## src/sv/multi_queue_fifo_manager_macros.svh

```systemverilog
// assertion helpers, expect clk_i and rst_ni in scope
`ifndef MULTI_QUEUE_FIFO_MANAGER_MACROS_SVH
`define MULTI_QUEUE_FIFO_MANAGER_MACROS_SVH

// same-cycle implication
`define MQFM_ASSERT_IMP(lbl, ante, cons) \
  lbl: assert property (@(posedge clk_i) disable iff (!rst_ni) (ante) |-> (cons)) \
    else $error("mqfm assertion failed");

// next-cycle implication
`define MQFM_ASSERT_NXT(lbl, ante, cons) \
  lbl: assert property (@(posedge clk_i) disable iff (!rst_ni) (ante) |=> (cons)) \
    else $error("mqfm assertion failed");

`endif

```

## src/sv/mqfm_pkg.sv

```systemverilog
package mqfm_pkg;

  typedef enum logic {
    ACT_ENQ = 1'b0,
    ACT_DEQ = 1'b1
  } mqfm_action_e;

  typedef enum logic [1:0] {
    STAT_OK    = 2'd0,
    STAT_EMPTY = 2'd1,
    STAT_FULL  = 2'd2
  } mqfm_status_e;

  typedef enum logic {
    ST_IDLE,
    ST_UPDATE
  } mqfm_state_e;

  typedef struct packed {
    mqfm_status_e       status;
    logic [1:0]         out_queue;
    logic signed [31:0] out_id;
    logic signed [31:0] out_grade;
    logic               now_empty;
  } mqfm_result_t;

endpackage

```

## src/sv/mqfm_if.sv

```systemverilog
interface mqfm_in_if;
  logic               valid;
  logic               ready;
  logic               action;
  logic [1:0]         queue_sel;
  logic signed [31:0] rec_id;
  logic signed [31:0] rec_grade;

  modport source (output valid, action, queue_sel, rec_id, rec_grade, input ready);
  modport sink (input valid, action, queue_sel, rec_id, rec_grade, output ready);
endinterface


```

## src/sv/mqfm_ctrl.sv

```systemverilog
`include "multi_queue_fifo_manager_macros.svh"

module mqfm_ctrl #(
  parameter int NUM_QUEUES = 3,
  parameter int POOL_DEPTH = 64
) (
  input  logic                          clk_i,
  input  logic                          rst_ni,
  mqfm_in_if.sink                       in_i,
  input  logic                          out_free_i,
  output logic                          res_fire_o,
  output mqfm_pkg::mqfm_result_t        res_o,
  output logic                          link_re_o,
  output logic [$clog2(POOL_DEPTH)-1:0] link_raddr_o,
  input  logic [$clog2(POOL_DEPTH)-1:0] link_rdata_i,
  output logic                          link_we_o,
  output logic [$clog2(POOL_DEPTH)-1:0] link_waddr_o,
  output logic [$clog2(POOL_DEPTH)-1:0] link_wdata_o,
  output logic                          entry_re_o,
  output logic [$clog2(POOL_DEPTH)-1:0] entry_raddr_o,
  input  logic [63:0]                   entry_rdata_i,
  output logic                          entry_we_o,
  output logic [$clog2(POOL_DEPTH)-1:0] entry_waddr_o,
  output logic [63:0]                   entry_wdata_o
);

  localparam int AW = $clog2(POOL_DEPTH);
  localparam int CW = $clog2(POOL_DEPTH + 1);
  localparam int QW = (NUM_QUEUES > 1) ? $clog2(NUM_QUEUES) : 1;
  localparam logic [CW-1:0] DepthC = CW'(POOL_DEPTH);

  typedef struct packed {
    logic               action;
    logic [1:0]         qsel;
    logic [QW-1:0]      qidx;
    logic               in_range;
    logic signed [31:0] id;
    logic signed [31:0] grade;
  } op_t;

  mqfm_pkg::mqfm_state_e state_q, state_d;
  op_t                   op_q;

  logic [AW-1:0]         heads_q [NUM_QUEUES];
  logic [AW-1:0]         heads_d [NUM_QUEUES];
  logic [AW-1:0]         tails_q [NUM_QUEUES];
  logic [AW-1:0]         tails_d [NUM_QUEUES];
  logic [NUM_QUEUES-1:0] nonempty_q, nonempty_d;
  // recycled free chain plus fill mark for never-used entries
  logic [AW-1:0]         rec_head_q, rec_head_d;
  logic [CW-1:0]         rec_cnt_q, rec_cnt_d;
  logic [CW-1:0]         fill_q, fill_d;

  logic          accept;
  logic          in_range;
  logic [QW-1:0] in_qidx;
  logic [QW-1:0] sidx;
  logic          pool_full;
  logic [AW-1:0] new_e;
  logic [AW-1:0] head_e;

  assign in_i.ready = (state_q == mqfm_pkg::ST_IDLE);
  assign accept     = in_i.valid && in_i.ready;
  assign in_range   = 32'(in_i.queue_sel) < NUM_QUEUES;
  assign in_qidx    = QW'(in_i.queue_sel);
  assign sidx       = in_range ? in_qidx : '0;

  // reads launched at the accept edge, data valid in the update cycle
  assign link_re_o     = accept;
  assign link_raddr_o  = (in_i.action == mqfm_pkg::ACT_DEQ) ? heads_q[sidx] : rec_head_q;
  assign entry_re_o    = accept && (in_i.action == mqfm_pkg::ACT_DEQ);
  assign entry_raddr_o = heads_q[sidx];

  assign pool_full = (rec_cnt_q == '0) && (fill_q == DepthC);
  assign new_e     = (rec_cnt_q != '0) ? rec_head_q : fill_q[AW-1:0];
  assign head_e    = heads_q[op_q.qidx];

  always_comb begin
    state_d    = state_q;
    heads_d    = heads_q;
    tails_d    = tails_q;
    nonempty_d = nonempty_q;
    rec_head_d = rec_head_q;
    rec_cnt_d  = rec_cnt_q;
    fill_d     = fill_q;

    res_fire_o      = 1'b0;
    res_o.status    = mqfm_pkg::STAT_OK;
    res_o.out_queue = op_q.qsel;
    res_o.out_id    = '0;
    res_o.out_grade = '0;
    res_o.now_empty = 1'b1;

    link_we_o     = 1'b0;
    link_waddr_o  = '0;
    link_wdata_o  = '0;
    entry_we_o    = 1'b0;
    entry_waddr_o = new_e;
    entry_wdata_o = {op_q.id, op_q.grade};

    unique case (state_q)
      mqfm_pkg::ST_IDLE: begin
        if (accept) begin
          state_d = mqfm_pkg::ST_UPDATE;
        end
      end
      mqfm_pkg::ST_UPDATE: begin
        res_fire_o = out_free_i;
        if (out_free_i) begin
          state_d = mqfm_pkg::ST_IDLE;
        end
        if (!op_q.in_range) begin
          res_o.status = (op_q.action == mqfm_pkg::ACT_DEQ) ? mqfm_pkg::STAT_EMPTY
                                                            : mqfm_pkg::STAT_FULL;
        end else if (op_q.action == mqfm_pkg::ACT_ENQ) begin
          if (pool_full) begin
            res_o.status    = mqfm_pkg::STAT_FULL;
            res_o.now_empty = !nonempty_q[op_q.qidx];
          end else begin
            res_o.now_empty = 1'b0;
            entry_we_o      = out_free_i;
            // append behind the current tail
            link_we_o       = out_free_i && nonempty_q[op_q.qidx];
            link_waddr_o    = tails_q[op_q.qidx];
            link_wdata_o    = new_e;
            if (out_free_i) begin
              if (rec_cnt_q != '0) begin
                rec_head_d = link_rdata_i;
                rec_cnt_d  = rec_cnt_q - 1'b1;
              end else begin
                fill_d = fill_q + 1'b1;
              end
              if (!nonempty_q[op_q.qidx]) begin
                heads_d[op_q.qidx] = new_e;
              end
              tails_d[op_q.qidx]    = new_e;
              nonempty_d[op_q.qidx] = 1'b1;
            end
          end
        end else begin
          if (!nonempty_q[op_q.qidx]) begin
            res_o.status = mqfm_pkg::STAT_EMPTY;
          end else begin
            res_o.out_id    = entry_rdata_i[63:32];
            res_o.out_grade = entry_rdata_i[31:0];
            res_o.now_empty = (head_e == tails_q[op_q.qidx]);
            // freed entry goes on front of the recycled chain
            link_we_o       = out_free_i;
            link_waddr_o    = head_e;
            link_wdata_o    = rec_head_q;
            if (out_free_i) begin
              if (head_e == tails_q[op_q.qidx]) begin
                nonempty_d[op_q.qidx] = 1'b0;
              end else begin
                heads_d[op_q.qidx] = link_rdata_i;
              end
              rec_head_d = head_e;
              rec_cnt_d  = rec_cnt_q + 1'b1;
            end
          end
        end
      end
      default: begin
        state_d = mqfm_pkg::ST_IDLE;
      end
    endcase
  end

  always_ff @(posedge clk_i or negedge rst_ni) begin
    if (!rst_ni) begin
      state_q    <= mqfm_pkg::ST_IDLE;
      nonempty_q <= '0;
      rec_head_q <= '0;
      rec_cnt_q  <= '0;
      fill_q     <= '0;
      for (int i = 0; i < NUM_QUEUES; i++) begin
        heads_q[i] <= '0;
        tails_q[i] <= '0;
      end
    end else begin
      state_q    <= state_d;
      nonempty_q <= nonempty_d;
      rec_head_q <= rec_head_d;
      rec_cnt_q  <= rec_cnt_d;
      fill_q     <= fill_d;
      heads_q    <= heads_d;
      tails_q    <= tails_d;
    end
  end

  always_ff @(posedge clk_i) begin
    if (accept) begin
      op_q.action   <= in_i.action;
      op_q.qsel     <= in_i.queue_sel;
      op_q.qidx     <= sidx;
      op_q.in_range <= in_range;
      op_q.id       <= in_i.rec_id;
      op_q.grade    <= in_i.rec_grade;
    end
  end

  `MQFM_ASSERT_IMP(a_no_idle_write, state_q == mqfm_pkg::ST_IDLE, !link_we_o && !entry_we_o)
  `MQFM_ASSERT_IMP(a_pool_count, 1'b1, rec_cnt_q <= fill_q && fill_q <= DepthC)
  `MQFM_ASSERT_NXT(a_empty_flag, res_fire_o && op_q.in_range, nonempty_q[$past(op_q.qidx)] != $past(res_o.now_empty))

endmodule

```

## src/flat_wrapper.sv

```systemverilog
// flat-port wrapper written by rule: the top's interface ports become plain ports
module mqfm_ctrl_flat 
#(
  parameter int NUM_QUEUES = 3,
  parameter int POOL_DEPTH = 64
)
  (clk_i, rst_ni, out_free_i, res_fire_o, res_o, link_re_o, link_raddr_o, link_rdata_i, link_we_o, link_waddr_o, link_wdata_o, entry_re_o, entry_raddr_o, entry_rdata_i, entry_we_o, entry_waddr_o, entry_wdata_o, in_i_valid, in_i_action, in_i_queue_sel, in_i_rec_id, in_i_rec_grade, in_i_ready);
  mqfm_in_if in_i_i ();
  input  logic clk_i;
  input  logic rst_ni;
  input  logic out_free_i;
  output logic res_fire_o;
  output mqfm_pkg::mqfm_result_t res_o;
  output logic link_re_o;
  output logic [$clog2(POOL_DEPTH)-1:0] link_raddr_o;
  input  logic [$clog2(POOL_DEPTH)-1:0] link_rdata_i;
  output logic link_we_o;
  output logic [$clog2(POOL_DEPTH)-1:0] link_waddr_o;
  output logic [$clog2(POOL_DEPTH)-1:0] link_wdata_o;
  output logic entry_re_o;
  output logic [$clog2(POOL_DEPTH)-1:0] entry_raddr_o;
  input  logic [63:0] entry_rdata_i;
  output logic entry_we_o;
  output logic [$clog2(POOL_DEPTH)-1:0] entry_waddr_o;
  output logic [63:0] entry_wdata_o;
  input wire logic [$bits(in_i_i.valid)-1:0] in_i_valid;
  input wire logic [$bits(in_i_i.action)-1:0] in_i_action;
  input wire logic [$bits(in_i_i.queue_sel)-1:0] in_i_queue_sel;
  input wire logic [$bits(in_i_i.rec_id)-1:0] in_i_rec_id;
  input wire logic [$bits(in_i_i.rec_grade)-1:0] in_i_rec_grade;
  output wire logic [$bits(in_i_i.ready)-1:0] in_i_ready;
  assign in_i_i.valid = in_i_valid;
  assign in_i_i.action = in_i_action;
  assign in_i_i.queue_sel = in_i_queue_sel;
  assign in_i_i.rec_id = in_i_rec_id;
  assign in_i_i.rec_grade = in_i_rec_grade;
  assign in_i_ready = in_i_i.ready;
  mqfm_ctrl #(.NUM_QUEUES(NUM_QUEUES), .POOL_DEPTH(POOL_DEPTH)) u_core (.clk_i(clk_i), .rst_ni(rst_ni), .in_i(in_i_i), .out_free_i(out_free_i), .res_fire_o(res_fire_o), .res_o(res_o), .link_re_o(link_re_o), .link_raddr_o(link_raddr_o), .link_rdata_i(link_rdata_i), .link_we_o(link_we_o), .link_waddr_o(link_waddr_o), .link_wdata_o(link_wdata_o), .entry_re_o(entry_re_o), .entry_raddr_o(entry_raddr_o), .entry_rdata_i(entry_rdata_i), .entry_we_o(entry_we_o), .entry_waddr_o(entry_waddr_o), .entry_wdata_o(entry_wdata_o));
endmodule
```

## config.mk

```make
export PLATFORM = sky130hd
export DESIGN_NAME = mqfm_ctrl_flat
export DESIGN_NICKNAME = d
export VERILOG_FILES = /design/src/sv/mqfm_pkg.sv /design/src/sv/mqfm_if.sv /design/src/sv/mqfm_ctrl.sv /design/src/flat_wrapper.sv
export VERILOG_INCLUDE_DIRS = /design/src /design/src/sv
export SDC_FILE = /design/constraint.sdc
export NUM_CORES = 1
export LEC_CHECK = 0
export BUFFER_PORTS_ARGS = -buffer_cell sky130_fd_sc_hd__clkbuf_2
export CAP_MARGIN = 15
export CELL_PAD_IN_SITES_DETAIL_PLACEMENT = 1
export CELL_PAD_IN_SITES_GLOBAL_PLACEMENT = 2
export CORE_UTILIZATION = 28
export CTS_CLUSTER_DIAMETER = 150
export DETAILED_ROUTE_END_ITERATION = 6
export PLACE_DENSITY = 0.81
export RECOVER_POWER = 50
export SLEW_MARGIN = 20
export SYNTH_ARGS = -nofsm -noshare
export SYNTH_HDL_FRONTEND = slang
export SYNTH_SLANG_ARGS = --single-unit
```

## constraint.sdc

```tcl
create_clock -name clk_i -period 4.54 [get_ports clk_i]
set_input_delay 0.227 -clock clk_i [delete_from_list [all_inputs] [get_ports clk_i]]
set_output_delay 0.227 -clock clk_i [all_outputs]
set_load 0.03 [all_outputs]
```

==> metrics.yaml <==
status: "finished, violations left"
cts_resized: 0
worstSetupStartpointType: "register"
antenna_found_initial: 0
worstMarginPinSlew_ps: 3450
place.port_buffers: 309
vdd_drop_max_mv: 0.200
core_mm2: 0.0228
die_w_um: 156
grt_max_degree: 65
holdWs_ps: 48.1
dr.pass1.iters: 4
syn_nets: 726
synthArstFlopShare_pct: 46.2
maxCapViolations: 2
layout_common_cells: "229 x clkbuf_2, 82 x clkbuf_1, 70 x and2_1, 70 x edfxtp_1, 62 x dlygate4sd3_1"
cts_buffers: 17
syn_to_final_growth_pct: 37.0
min_period_ps: 3750
start_util_pct: 28.9
fin_skew_ps: 12.7
clockBufferDepth: 2
max-slew-margin-rel_pct: -130
rsz0062_at_grt: "no"
grt_pass1_vias: 5702
drv_slew: 92
setup_viol: 0
violations: "capacitance limit, slew limit"
vias: 5433
synth.avg_cell_area_um2: 11.4
final_common_cell: "clkbuf_2"
yosysSeqAreaShare_pct: 54.6
drtIter0Drc: 237
path_class: "reg2out"
hold_path_class: "in2reg"
grt_pass1_wl_um: 33200
synth_ff_type: "edfxtp_1"
yosys_register_bits: 130
tritoncts: "built"
ioPinCount: 310
path_clk_slew_ps: 60
track_usage_pct: 18.1
clock-sinks: 130
routedWlPerCell_um: 18.5
period_share_pct: 82.7
crit_path_end_kind: "primary output"
arrival_ps: 3530
ys_types: 55
max_clock_freq_ghz: 0.266
clk_latency_ps: 420
via_per_inst: 4.51
die-area_mm2: 0.0242
ctsRootBufferMaster: "clkbuf_16"
die_height_um: 156
hold_viol_final: 0
final_antenna_net_count: 0
synth_edf_count: 70
post-cts-setup-buffer-count: 0
drive_gt1_share_pct: 31.8
synthCells: 577
grt_overflow_total: 0
hpwl_um: 15900
routed_wl_um: 22300
remaining_drc_errors: 0
diodes: 0
rows: 55
p_per_area_mw_per_mm2: 495
final_nets: 1028
power_mw: 4.47
place.gp.congestion: 0.723
path_max_fanout: 64
required_ps: 4310
tns_ps: 0
yosysWarnings: 0
netlist_area_mm2: 0.00660
power.leakage_nw: 4.05
htreeDepth: 4
==> routing by layer <==
metal / wire length (µm) / vias up / global-route usage, %
li1: - / 2581 / -
met1: 9710 / 2653 / 23.0
met2: 11300 / 185 / 31.5
met3: 1120 / 14 / 3.73
met4: 163 / 0 / 4.34
met5: 0 / - / 0
==> cell usage after synthesis (6+ instances only) <==
library cell | instances | area, µm²
a32o_1 | 18 | 180
xnor2_1 | 15 | 131
nand2_1 | 40 | 150
inv_1 | 10 | 37.5
clkbuf_1 | 12 | 45.0
mux2i_1 | 23 | 230
a21oi_1 | 25 | 125
buf_4 | 68 | 510
dfrtp_1 | 60 | 1500
buf_2 | 8 | 40.0
nor2_1 | 39 | 146
o21ai_0 | 14 | 70.1
ha_1 | 7 | 87.6
o2bb2ai_1 | 12 | 105
mux2_2 | 7 | 78.8
o22ai_1 | 6 | 37.5
and2_1 | 70 | 438
a22oi_1 | 9 | 67.6
edfxtp_1 | 70 | 2100
==> cell type report <==
type	instances	area [µm²]
clock inverters	14	168
well taps	313	392
fillers	2679	13800
clock buffers	18	429
multi-input cells	340	2290
inverters	14	52.6
repair buffers	376	2100
flip-flops and latches	130	3600
==> logic make-up after synthesis <==
family                     after synthesis  synth area share [%]
buffers and inverters                  107                  10.6
DFF                                    130                  54.6
AOI/OAI and AO/OA                      110                  12.0
xor gates and xnor gates                19                  2.52
and+or+nand+nor                        173                  13.9
adders and majority gates                8                  1.63
muxes                                   30                  4.68
==> path summary, 6_finish.rpt <==
check                                 start                       end  slack (ps)  depth (start not counted)
max in group asynchronous            rst_ni       u_core.rec_cnt_q[6]        1490                          2
min in group asynchronous            rst_ni      u_core.rec_head_q[4]        1070                          2
hold reg to reg            u_core.fill_q[6]          u_core.fill_q[6]         480                          1
setup / recovery            u_core.op_q[66]                  res_o[9]         790                          6
setup reg to reg             u_core.state_q  u_core.entry_wdata_o[30]        1170                          2
hold / removal                   out_free_i            u_core.state_q          50                          2
==> stage by stage <==
| stage | utilization (%) | area (µm²) | std cells | worst slack (ps) |
|---|---|---|---|---|
| after floorplan | - | 6600 | 577 | 1300 |
| after global placement | 34.7 | 7930 | 1111 | 1240 |
| after detailed placement | 34.7 | 7930 | 1111 | 1220 |
| after CTS | 40.0 | 9140 | 1204 | 756 |
| after global routing | 39.6 | 9040 | 1205 | 490 |
| final | 39.6 | 9040 | 1205 | 786 |
==> power breakdown <==
| group | leakage (nW) | internal, mW | switching, mW |
|---|---|---|---|
| Clock | 0.280 | 0.827 | 0.571 |
| Sequential | 1.42 | 1.50 | 0.205 |
| Combinational | 2.35 | 0.503 | 0.862 |
==> critical path: stages, from the launching register on <==
cell and delay, ps:
edfxtp_1 1060, mux2i_1 230, o2bb2ai_2 400, nand2_2 150
nor2_4 770, and2_1 250, clkbuf_2 220
==> registers in the layout, summed over array words and instances, names as in the netlist, 2 cells and up, named ones only <==
signal and count:
u_core.entry_wdata_o 64, u_core.rec_cnt_q 7, u_core.rec_head_q 6, u_core.heads_q 18, u_core.res_o 2, u_core.tails_q 18
u_core.op_q 4, u_core.fill_q 7
==> repair_timing <==
item                                    CTS  global route
endpoints found under the setup margin    0             0
hold buffers                             61             1
hold endpoints to repair                 61             1
Note: power is estimated with default switching activity, not from simulation.
